$ cat src/sv/mm3_pkg.sv
// ----------------------------------------------------------------------------
// mm3_pkg
// Shared types and constants for the 3x3 fixed-point matrix multiplier.
// ----------------------------------------------------------------------------
package mm3_pkg;

  localparam int DIM_DEF       = 3;
  localparam int ELEM_BITS_DEF = 16;
  localparam int PRODUCT_BITS  = 33;
  localparam int IDX_BITS      = 2;

  typedef enum logic [1:0] {
    ST_LOAD,
    ST_RUN,
    ST_DRAIN
  } mm3_state_t;

  typedef struct packed {
    logic wr_a;
    logic wr_b;
    logic rd;
    logic first;
    logic last;
    logic fin;
  } mm3_cmd_t;

  typedef struct packed {
    logic done;
  } mm3_status_t;

endpackage

$ cat src/sv/mm3_ram.sv
// ----------------------------------------------------------------------------
// mm3_ram
// Generic single-write, single-read RAM with registered read data.
// ----------------------------------------------------------------------------
module mm3_ram #(
  parameter int WIDTH = 16,
  parameter int DEPTH = 9
) (
  input  logic                     clk,
  input  logic                     we,
  input  logic [$clog2(DEPTH)-1:0] waddr,
  input  logic [WIDTH-1:0]         wdata,
  input  logic [$clog2(DEPTH)-1:0] raddr,
  output logic [WIDTH-1:0]         rdata
);

  logic [WIDTH-1:0] mem [DEPTH];

  always_ff @(posedge clk) begin
    if (we) begin
      mem[waddr] <= wdata;
    end
    rdata <= mem[raddr];
  end

endmodule

$ cat src/sv/mm3_ctrl.sv
// ----------------------------------------------------------------------------
// mm3_ctrl
// Controller: counts loaded words and sequences the row, column and inner
// index of the product.
// ----------------------------------------------------------------------------
module mm3_ctrl #(
  parameter int DIM = 3
) (
  input  logic                              clk,
  input  logic                              rst,
  input  logic                              start,
  output logic                              busy,
  input  mm3_pkg::mm3_status_t              status,
  output mm3_pkg::mm3_cmd_t                 cmd,
  output logic [$clog2(DIM*DIM)-1:0]        wr_addr,
  output logic [$clog2(DIM*DIM)-1:0]        rd_a_addr,
  output logic [$clog2(DIM*DIM)-1:0]        rd_b_addr,
  output logic [$clog2(DIM)-1:0]            row,
  output logic [$clog2(DIM)-1:0]            col
);
  import mm3_pkg::*;

  localparam int N  = DIM * DIM;
  localparam int AW = $clog2(N);
  localparam int CW = $clog2(2 * N);
  localparam int IW = $clog2(DIM);

  mm3_state_t    state, state_next;
  logic [CW-1:0] count;
  logic [IW-1:0] k;
  logic          load_en;
  logic          in_a;
  logic          last_load;
  logic          k_end, j_end, i_end;
  logic [CW-1:0] b_off;

  assign load_en   = (state == ST_LOAD) && start;
  assign in_a      = count < CW'(N);
  assign last_load = count == CW'(2 * N - 1);
  assign b_off     = count - CW'(N);
  assign k_end     = k == IW'(DIM - 1);
  assign j_end     = col == IW'(DIM - 1);
  assign i_end     = row == IW'(DIM - 1);

  assign busy      = state != ST_LOAD;
  assign wr_addr   = in_a ? count[AW-1:0] : b_off[AW-1:0];
  assign rd_a_addr = AW'(int'(row) * DIM + int'(k));
  assign rd_b_addr = AW'(int'(k) * DIM + int'(col));

  always_ff @(posedge clk) begin
    if (rst) begin
      state <= ST_LOAD;
    end else begin
      state <= state_next;
    end
  end

  always_comb begin
    state_next = state;
    cmd        = '0;
    case (state)
      ST_LOAD: begin
        cmd.wr_a = load_en && in_a;
        cmd.wr_b = load_en && !in_a;
        if (load_en && last_load) begin
          state_next = ST_RUN;
        end
      end
      ST_RUN: begin
        cmd.rd    = 1'b1;
        cmd.first = k == '0;
        cmd.last  = k_end;
        cmd.fin   = k_end && j_end && i_end;
        if (k_end && j_end && i_end) begin
          state_next = ST_DRAIN;
        end
      end
      ST_DRAIN: begin
        if (status.done) begin
          state_next = ST_LOAD;
        end
      end
      default: begin
        state_next = ST_LOAD;
      end
    endcase
  end

  always_ff @(posedge clk) begin
    if (rst) begin
      count <= '0;
      k     <= '0;
      row   <= '0;
      col   <= '0;
    end else begin
      if (load_en) begin
        count <= last_load ? '0 : count + 1'b1;
      end
      if (state == ST_RUN) begin
        if (k_end) begin
          k <= '0;
          if (j_end) begin
            col <= '0;
            row <= i_end ? '0 : row + 1'b1;
          end else begin
            col <= col + 1'b1;
          end
        end else begin
          k <= k + 1'b1;
        end
      end
    end
  end

endmodule

$ cat src/sv/mm3_dp.sv
// ----------------------------------------------------------------------------
// mm3_dp
// Datapath: element stores, multiplier and accumulator, result registers.
// ----------------------------------------------------------------------------
module mm3_dp #(
  parameter int DIM       = 3,
  parameter int ELEM_BITS = 16
) (
  input  logic                                     clk,
  input  logic                                     rst,
  input  logic signed [ELEM_BITS-1:0]              elem_value,
  input  mm3_pkg::mm3_cmd_t                        cmd,
  input  logic [$clog2(DIM*DIM)-1:0]               wr_addr,
  input  logic [$clog2(DIM*DIM)-1:0]               rd_a_addr,
  input  logic [$clog2(DIM*DIM)-1:0]               rd_b_addr,
  input  logic [$clog2(DIM)-1:0]                   row,
  input  logic [$clog2(DIM)-1:0]                   col,
  output mm3_pkg::mm3_status_t                     status,
  output logic                                     result_strobe,
  output logic signed [mm3_pkg::PRODUCT_BITS-1:0]  product_value,
  output logic [mm3_pkg::IDX_BITS-1:0]             out_row,
  output logic [mm3_pkg::IDX_BITS-1:0]             out_col,
  output logic                                     last_entry
);
  import mm3_pkg::*;

  localparam int N     = DIM * DIM;
  localparam int IW    = $clog2(DIM);
  localparam int PW    = 2 * ELEM_BITS;
  localparam int EXT_W = PW + PRODUCT_BITS;

  logic [ELEM_BITS-1:0]          a_data, b_data;
  logic                          s1_valid, s1_first, s1_last, s1_fin;
  logic [IW-1:0]                 s1_row, s1_col;
  logic                          s2_valid, s2_first, s2_last, s2_fin;
  logic [IW-1:0]                 s2_row, s2_col;
  logic signed [PW-1:0]          prod;
  logic signed [EXT_W-1:0]       prod_ext;
  logic [PRODUCT_BITS-1:0]       term;
  logic [PRODUCT_BITS-1:0]       acc, acc_next;
  logic [IW+IDX_BITS-1:0]        row_ext, col_ext;

  mm3_ram #(.WIDTH(ELEM_BITS), .DEPTH(N)) u_store_a (
    .clk   (clk),
    .we    (cmd.wr_a),
    .waddr (wr_addr),
    .wdata (elem_value),
    .raddr (rd_a_addr),
    .rdata (a_data)
  );

  mm3_ram #(.WIDTH(ELEM_BITS), .DEPTH(N)) u_store_b (
    .clk   (clk),
    .we    (cmd.wr_b),
    .waddr (wr_addr),
    .wdata (elem_value),
    .raddr (rd_b_addr),
    .rdata (b_data)
  );

  assign prod_ext = EXT_W'(prod);
  assign term     = prod_ext[PRODUCT_BITS-1:0];
  assign acc_next = s2_first ? term : acc + term;
  assign row_ext  = (IW + IDX_BITS)'(s2_row);
  assign col_ext  = (IW + IDX_BITS)'(s2_col);

  assign status.done = result_strobe && last_entry;

  always_ff @(posedge clk) begin
    if (rst) begin
      s1_valid      <= 1'b0;
      s2_valid      <= 1'b0;
      result_strobe <= 1'b0;
    end else begin
      s1_valid      <= cmd.rd;
      s2_valid      <= s1_valid;
      result_strobe <= s2_valid && s2_last;
    end
  end

  always_ff @(posedge clk) begin
    s1_first <= cmd.first;
    s1_last  <= cmd.last;
    s1_fin   <= cmd.fin;
    s1_row   <= row;
    s1_col   <= col;

    s2_first <= s1_first;
    s2_last  <= s1_last;
    s2_fin   <= s1_fin;
    s2_row   <= s1_row;
    s2_col   <= s1_col;
    prod     <= $signed(a_data) * $signed(b_data);

    if (s2_valid) begin
      acc <= acc_next;
    end
    if (s2_valid && s2_last) begin
      product_value <= $signed(acc_next);
      out_row       <= row_ext[IDX_BITS-1:0];
      out_col       <= col_ext[IDX_BITS-1:0];
      last_entry    <= s2_fin;
    end
  end

endmodule

$ cat src/sv/matrix_multiply_3x3.sv
// ----------------------------------------------------------------------------
// matrix_multiply_3x3
// Streaming DIM x DIM signed fixed-point matrix product C = A * B.
// ----------------------------------------------------------------------------
// Load 2*DIM*DIM words on elem_value, one per cycle with start high while
// busy is low: matrix A row-major, then matrix B row-major. The word that
// completes B raises busy; the block then steps one multiply-accumulate per
// cycle through the store read port, with the single shared multiplier and
// the read, multiply and accumulate pipeline, and busy stays high until the
// final entry of C is out. The DIM*DIM entries of C come out in row-major
// order, each for one cycle with result_strobe high; last_entry marks the
// final one.
// The receiver cannot stall: take every word while result_strobe is high.
// Entries are exact Q16.16 sums, truncated to 33 bits.
// ----------------------------------------------------------------------------
module matrix_multiply_3x3 #(
  parameter int DIM       = mm3_pkg::DIM_DEF,
  parameter int ELEM_BITS = mm3_pkg::ELEM_BITS_DEF
) (
  input  logic                                     clk,
  input  logic                                     rst,
  input  logic                                     start,
  output logic                                     busy,
  input  logic signed [ELEM_BITS-1:0]              elem_value,
  output logic                                     result_strobe,
  output logic signed [mm3_pkg::PRODUCT_BITS-1:0]  product_value,
  output logic [mm3_pkg::IDX_BITS-1:0]             out_row,
  output logic [mm3_pkg::IDX_BITS-1:0]             out_col,
  output logic                                     last_entry
);
  import mm3_pkg::*;

  localparam int AW = $clog2(DIM * DIM);
  localparam int IW = $clog2(DIM);

  mm3_cmd_t      cmd;
  mm3_status_t   status;
  logic [AW-1:0] wr_addr, rd_a_addr, rd_b_addr;
  logic [IW-1:0] row, col;

  mm3_ctrl #(.DIM(DIM)) u_ctrl (
    .clk       (clk),
    .rst       (rst),
    .start     (start),
    .busy      (busy),
    .status    (status),
    .cmd       (cmd),
    .wr_addr   (wr_addr),
    .rd_a_addr (rd_a_addr),
    .rd_b_addr (rd_b_addr),
    .row       (row),
    .col       (col)
  );

  mm3_dp #(.DIM(DIM), .ELEM_BITS(ELEM_BITS)) u_dp (
    .clk           (clk),
    .rst           (rst),
    .elem_value    (elem_value),
    .cmd           (cmd),
    .wr_addr       (wr_addr),
    .rd_a_addr     (rd_a_addr),
    .rd_b_addr     (rd_b_addr),
    .row           (row),
    .col           (col),
    .status        (status),
    .result_strobe (result_strobe),
    .product_value (product_value),
    .out_row       (out_row),
    .out_col       (out_col),
    .last_entry    (last_entry)
  );

endmodule
$ cat config.mk
export PLATFORM = sky130hd
export DESIGN_NAME = matrix_multiply_3x3
export DESIGN_NICKNAME = d
export VERILOG_FILES = /design/src/sv/mm3_pkg.sv /design/src/sv/mm3_ram.sv /design/src/sv/mm3_ctrl.sv /design/src/sv/mm3_dp.sv /design/src/sv/matrix_multiply_3x3.sv
export SDC_FILE = /design/constraint.sdc
export NUM_CORES = 1
export LEC_CHECK = 0
export BUFFER_PORTS_ARGS = -buffer_cell sky130_fd_sc_hd__buf_2
export CAP_MARGIN = 20
export CORE_MARGIN = 2
export CORE_UTILIZATION = 65
export CTS_BUF_LIST = sky130_fd_sc_hd__clkbuf_8
export CTS_CLUSTER_DIAMETER = 50
export DETAILED_ROUTE_END_ITERATION = 12
export HOLD_SLACK_MARGIN = 0.08
export PLACE_DENSITY = 0.82
export SLEW_MARGIN = 20
export SYNTH_ARGS = -nofsm -noshare
export SYNTH_HDL_FRONTEND = slang
export SYNTH_SLANG_ARGS = --single-unit
$ cat constraint.sdc
create_clock -name clk -period 8.8 [get_ports clk]
set_input_delay 0.88 -clock clk [delete_from_list [all_inputs] [get_ports clk]]
set_output_delay 0.88 -clock clk [all_outputs]
set_load 0.01 [all_outputs]
==> metrics.md <==
| Metric | Value |
|---|---|
| TritonRoute pass-1 iters | 6 |
| Cells after Synth | 2161 |
| Total Nets Final | 2647 |
| Hold crit path type | reg -> reg |
| CP cell instances | nand2_1 > inv_1 > fa_1 > fa_1 > fa_1 > fa_1 > fa_1 > inv_1 > fa_1 > inv_1 > ha_1 > and4_1 > a31oi_1 > o21ai_0 > nand2_1 > a311oi_2 > nor3_1 > o41ai_2 > a21oi_1 > xnor2_1 |
| Setup TNS | 0 ps |
| Worst path max stage delay | 690 ps |
| Setup crit start kind | flip-flop |
| Hold-fix buffers, CTS | 0 |
| Routed length per instance | 19.9 um |
| Final setup vio count | 0 |
| Vias | 16300 |
| Worst Setup End Kind | flip-flop |
| Ys flop type | edfxtp_1 |
| Synth warnings | 0 |
| # Post-CTS Setup Buffers | 0 |
| CTS Buf Count | 76 |
| Core outline area | 0.0418 mm^2 |
| Drt drc | 0 |
| Worst EP required | 9360 ps |
| Clock Skew | 38.4 ps |
| Area of the multi-input gates | 0.0134 mm^2 |
| Headroom to the max-slew limit | 0.256 |
| VDD IR max | 0.301 mV |
| CTS Buffer Depth | 3 |
| Worst-margin pin slew | 1110 ps |
| Fillers | 2733 |
| Hold Fails Final Rpt | 0 |
| I/O Buffers | 58 |
| CTS tree | done |
| Register share of total power | 0.265 |
| Synth area leaders | edfxtp_1, fa_1, dfxtp_1 |
| Initial Util | 0.657 |
| Post-synth EDFFs | 359 |
| Max-slew violations | 0 |
| Power share of the combinational group | 0.555 |
| Area delta synth->final | 8.65% |
| RD Place Congestion | 0.885 |
| Vias per cell | 5.75 |
| Placed Cells | 2695 |
| Fmax | 156 MHz |
| Number of global-route vias before repair | 17600 |
| Syn avg cell area | 12.7 um^2 |
| Crit path max-delay family | adder cells |
| Worst path slowest cell | dfxtp_1 |
| Clk slew on worst S/H paths | 60 ps |
| Status | complete, no violations |
| Clk pwr share | 0.180 |
| Leakage | 0.0120 uW |
| GRT Util Overall | 0.271 |
| Sequential area share after synthesis | 0.462 |
| Grt total ovfl | 0 |
| Ys async rst share | 0 |
| Clock sink count | 453 |
| Chip width | 209 um |
| #FFs+latches synth | 453 |
| Root Driver | clkbuf_8 |
| Dpl ws | 2430 ps |
| Register area | 0.0127 mm^2 |
| Post-cts resize count | 0 |
| Layout cell share with drive strength beyond 1 | 0.120 |
| Detailed Route Iter0 Violations | 1373 |
| Die area | 0.0438 mm^2 |
| Yosys top cell by area | edfxtp_1 |
| Final non-filler cell total | 2836 |
| Final ANT Viol Nets | 0 |
| Syn nets | 2574 |
| CTS H-tree lvls | 3 |
| # rows | 75 |
| Crit Path Max Fanout | 16 |
| Initial antenna violation count | 2 |
| Worst skew pair latency | 680 ps |
| Critical Path AT | 6980 ps |
| Most used cell, CP | fa_1 |
| Critical path class | reg -> reg |
| Netlist cell types | 56 |
| Die Span Y | 209 um |
| PnR worst setup slack | 2390 ps |
| Switching power | 4080 uW |
| Synth Cell Area | 0.0274 mm^2 |
| Power density over the cells | 338 mW/mm^2 |
| CP bufs+invs | 3 |
| Ports | 59 |
| Top cell type's share of synthesized area | 0.393 |
| Total wire length | 56400 um |
| First-pass GRT wire length | 91300 um |
| Unrepaired setup endpoints after global routing | false |
| Post-DP HPWL | 39400 um |
| Int Pwr | 5980 uW |
| Largest net degree at the start of global routing | 61 |
| # Max-Cap Violations | 0 |
| Net switching fraction of the power | 0.406 |
| Min Tclk post-route | 6410 ps |
| Final period utilization | 0.729 |
## layout by cell type (no fill, tap or decap), types with 3 or more instances in the layout
| cell | n |
|---|---|
| bufinv_16 | 3 |
| fa_1 | 265 |
| clkbuf_8 | 79 |
| nor3b_1 | 3 |
| o21bai_1 | 12 |
| buf_2 | 58 |
| ha_1 | 124 |
| clkinv_2 | 14 |
| inv_1 | 345 |
| o21ai_1 | 15 |
| mux4_2 | 64 |
| nand2b_1 | 10 |
| nor2_2 | 5 |
| a21oi_1 | 61 |
| o21a_1 | 9 |
| a31oi_1 | 8 |
| nor3_1 | 19 |
| nand3_1 | 11 |
| nor3_4 | 5 |
| nand4_1 | 9 |
| buf_4 | 13 |
| a211oi_1 | 10 |
| edfxtp_1 | 359 |
| ha_2 | 3 |
| or3_1 | 6 |
| nor2_1 | 65 |
| nand2_1 | 221 |
| dfxtp_1 | 93 |
| o21ai_0 | 76 |
| xor2_1 | 22 |
| and3_1 | 5 |
| nor2b_1 | 6 |
| a21o_1 | 20 |
| clkinv_1 | 10 |
| and2_1 | 130 |
| o41ai_2 | 3 |
| xnor2_1 | 49 |
| inv_8 | 3 |
| mux2i_1 | 35 |
| nor4_2 | 3 |
## registers in the layout (all words and copies together), names as in the netlist, 2 cells and up
register and flops:
u_ctrl.state 2, u_dp.u_store_a.rdata 16, u_ctrl.row 2, u_dp.u_store_a.mem 144
u_dp.out_row 2, u_dp.product_value 33, u_dp.s2_row 2, u_dp.out_col 2
u_dp.s1_row 2, u_ctrl.col 2, u_dp.s1_col 2, u_dp.u_store_b.mem 144
u_ctrl.count 5, u_dp.prod 32, u_dp.s2_col 2, u_dp.u_store_b.rdata 16
u_ctrl.k 2, u_dp.acc 33
## Yosys cell counts (all sizes together), types with 9 or more instances
library cell and count:
a211oi 10, a21o 20, a21oi 61, a31oi 9
and2 131, buf 11, clkbuf 65, dfxtp 94
edfxtp 359, fa 267, ha 127, inv 320
mux2i 35, mux4 64, nand2 221, nand2b 10
nand3 11, nand4 9, nor2 72, nor3 24
o21a 9, o21ai 91, o21bai 12, xnor2 49
xor2 22
## final cells by class
cell class,count,share of cell area
multi-input combinational,1312,0.450
sequential,453,0.425
inverter,320,0.0403
clock buffer,79,0.0365
tap,539,0.0226
timing repair buffer,71,0.0130
clock inverter,60,0.0126
antenna,2,0.000168
## path summary, 6_finish.rpt
check	start	to	slack, ps	depth (start not counted)
setup / recovery	u_dp.u_store_b.rdata[1]	u_dp.prod[30]	2390	20
hold / removal	u_dp.s1_col[1]	u_dp.s2_col[1]	330	0
setup reg to reg	u_dp.u_store_b.rdata[1]	u_dp.prod[30]	2390	20
hold reg to reg	u_dp.s1_col[1]	u_dp.s2_col[1]	330	0
## per-layer routing
layer  GRT usage  vias up  wire, um  part of all wire
li1            -     7443         -                 -
met1       0.347     8145     22900              0.41
met5           0        -        14           0.00025
met3      0.0528      125      3500             0.062
met2       0.471      603     28700              0.51
met4      0.0869        4      1280             0.023
## metrics by stage
step                      hold WS (ps)  total power [uW]  instance area [um^2]  utilization
final                              329             10100                 29800        0.713
after global routing               335             11000                 29800        0.713
after CTS                          328             10100                 29800        0.713
after detailed placement           315              8260                 28300        0.678
after global placement             312              8000                 28300        0.678
after floorplan                    310              7150                 27400            -
## power by group through the flow
stage	combinational [uW]	clock, uW	sequential (uW)
after floorplan	4480	0	2670
after global placement	5290	0	2710
after detailed placement	5550	0	2710
after CTS	5570	1840	2670
after global routing	6370	1930	2680
final	5590	1810	2670
## logic make-up (layout without fill, tap and decap cells)
logic type | count (synthesis) | after routing | synth area share
XOR/XNOR | 71 | 71 | 0.0227
buffers and inverters | 396 | 530 | 0.0546
AND/OR/NAND/NOR | 510 | 510 | 0.0887
flip-flops | 453 | 453 | 0.462
other | 0 | 2 | 0
AO/OA/AOI/OAI | 236 | 236 | 0.0532
multiplexers | 101 | 101 | 0.0662
adder cells (fa/ha/maj) | 394 | 394 | 0.253
No activity file was read; power rests on OpenSTA's default activity.
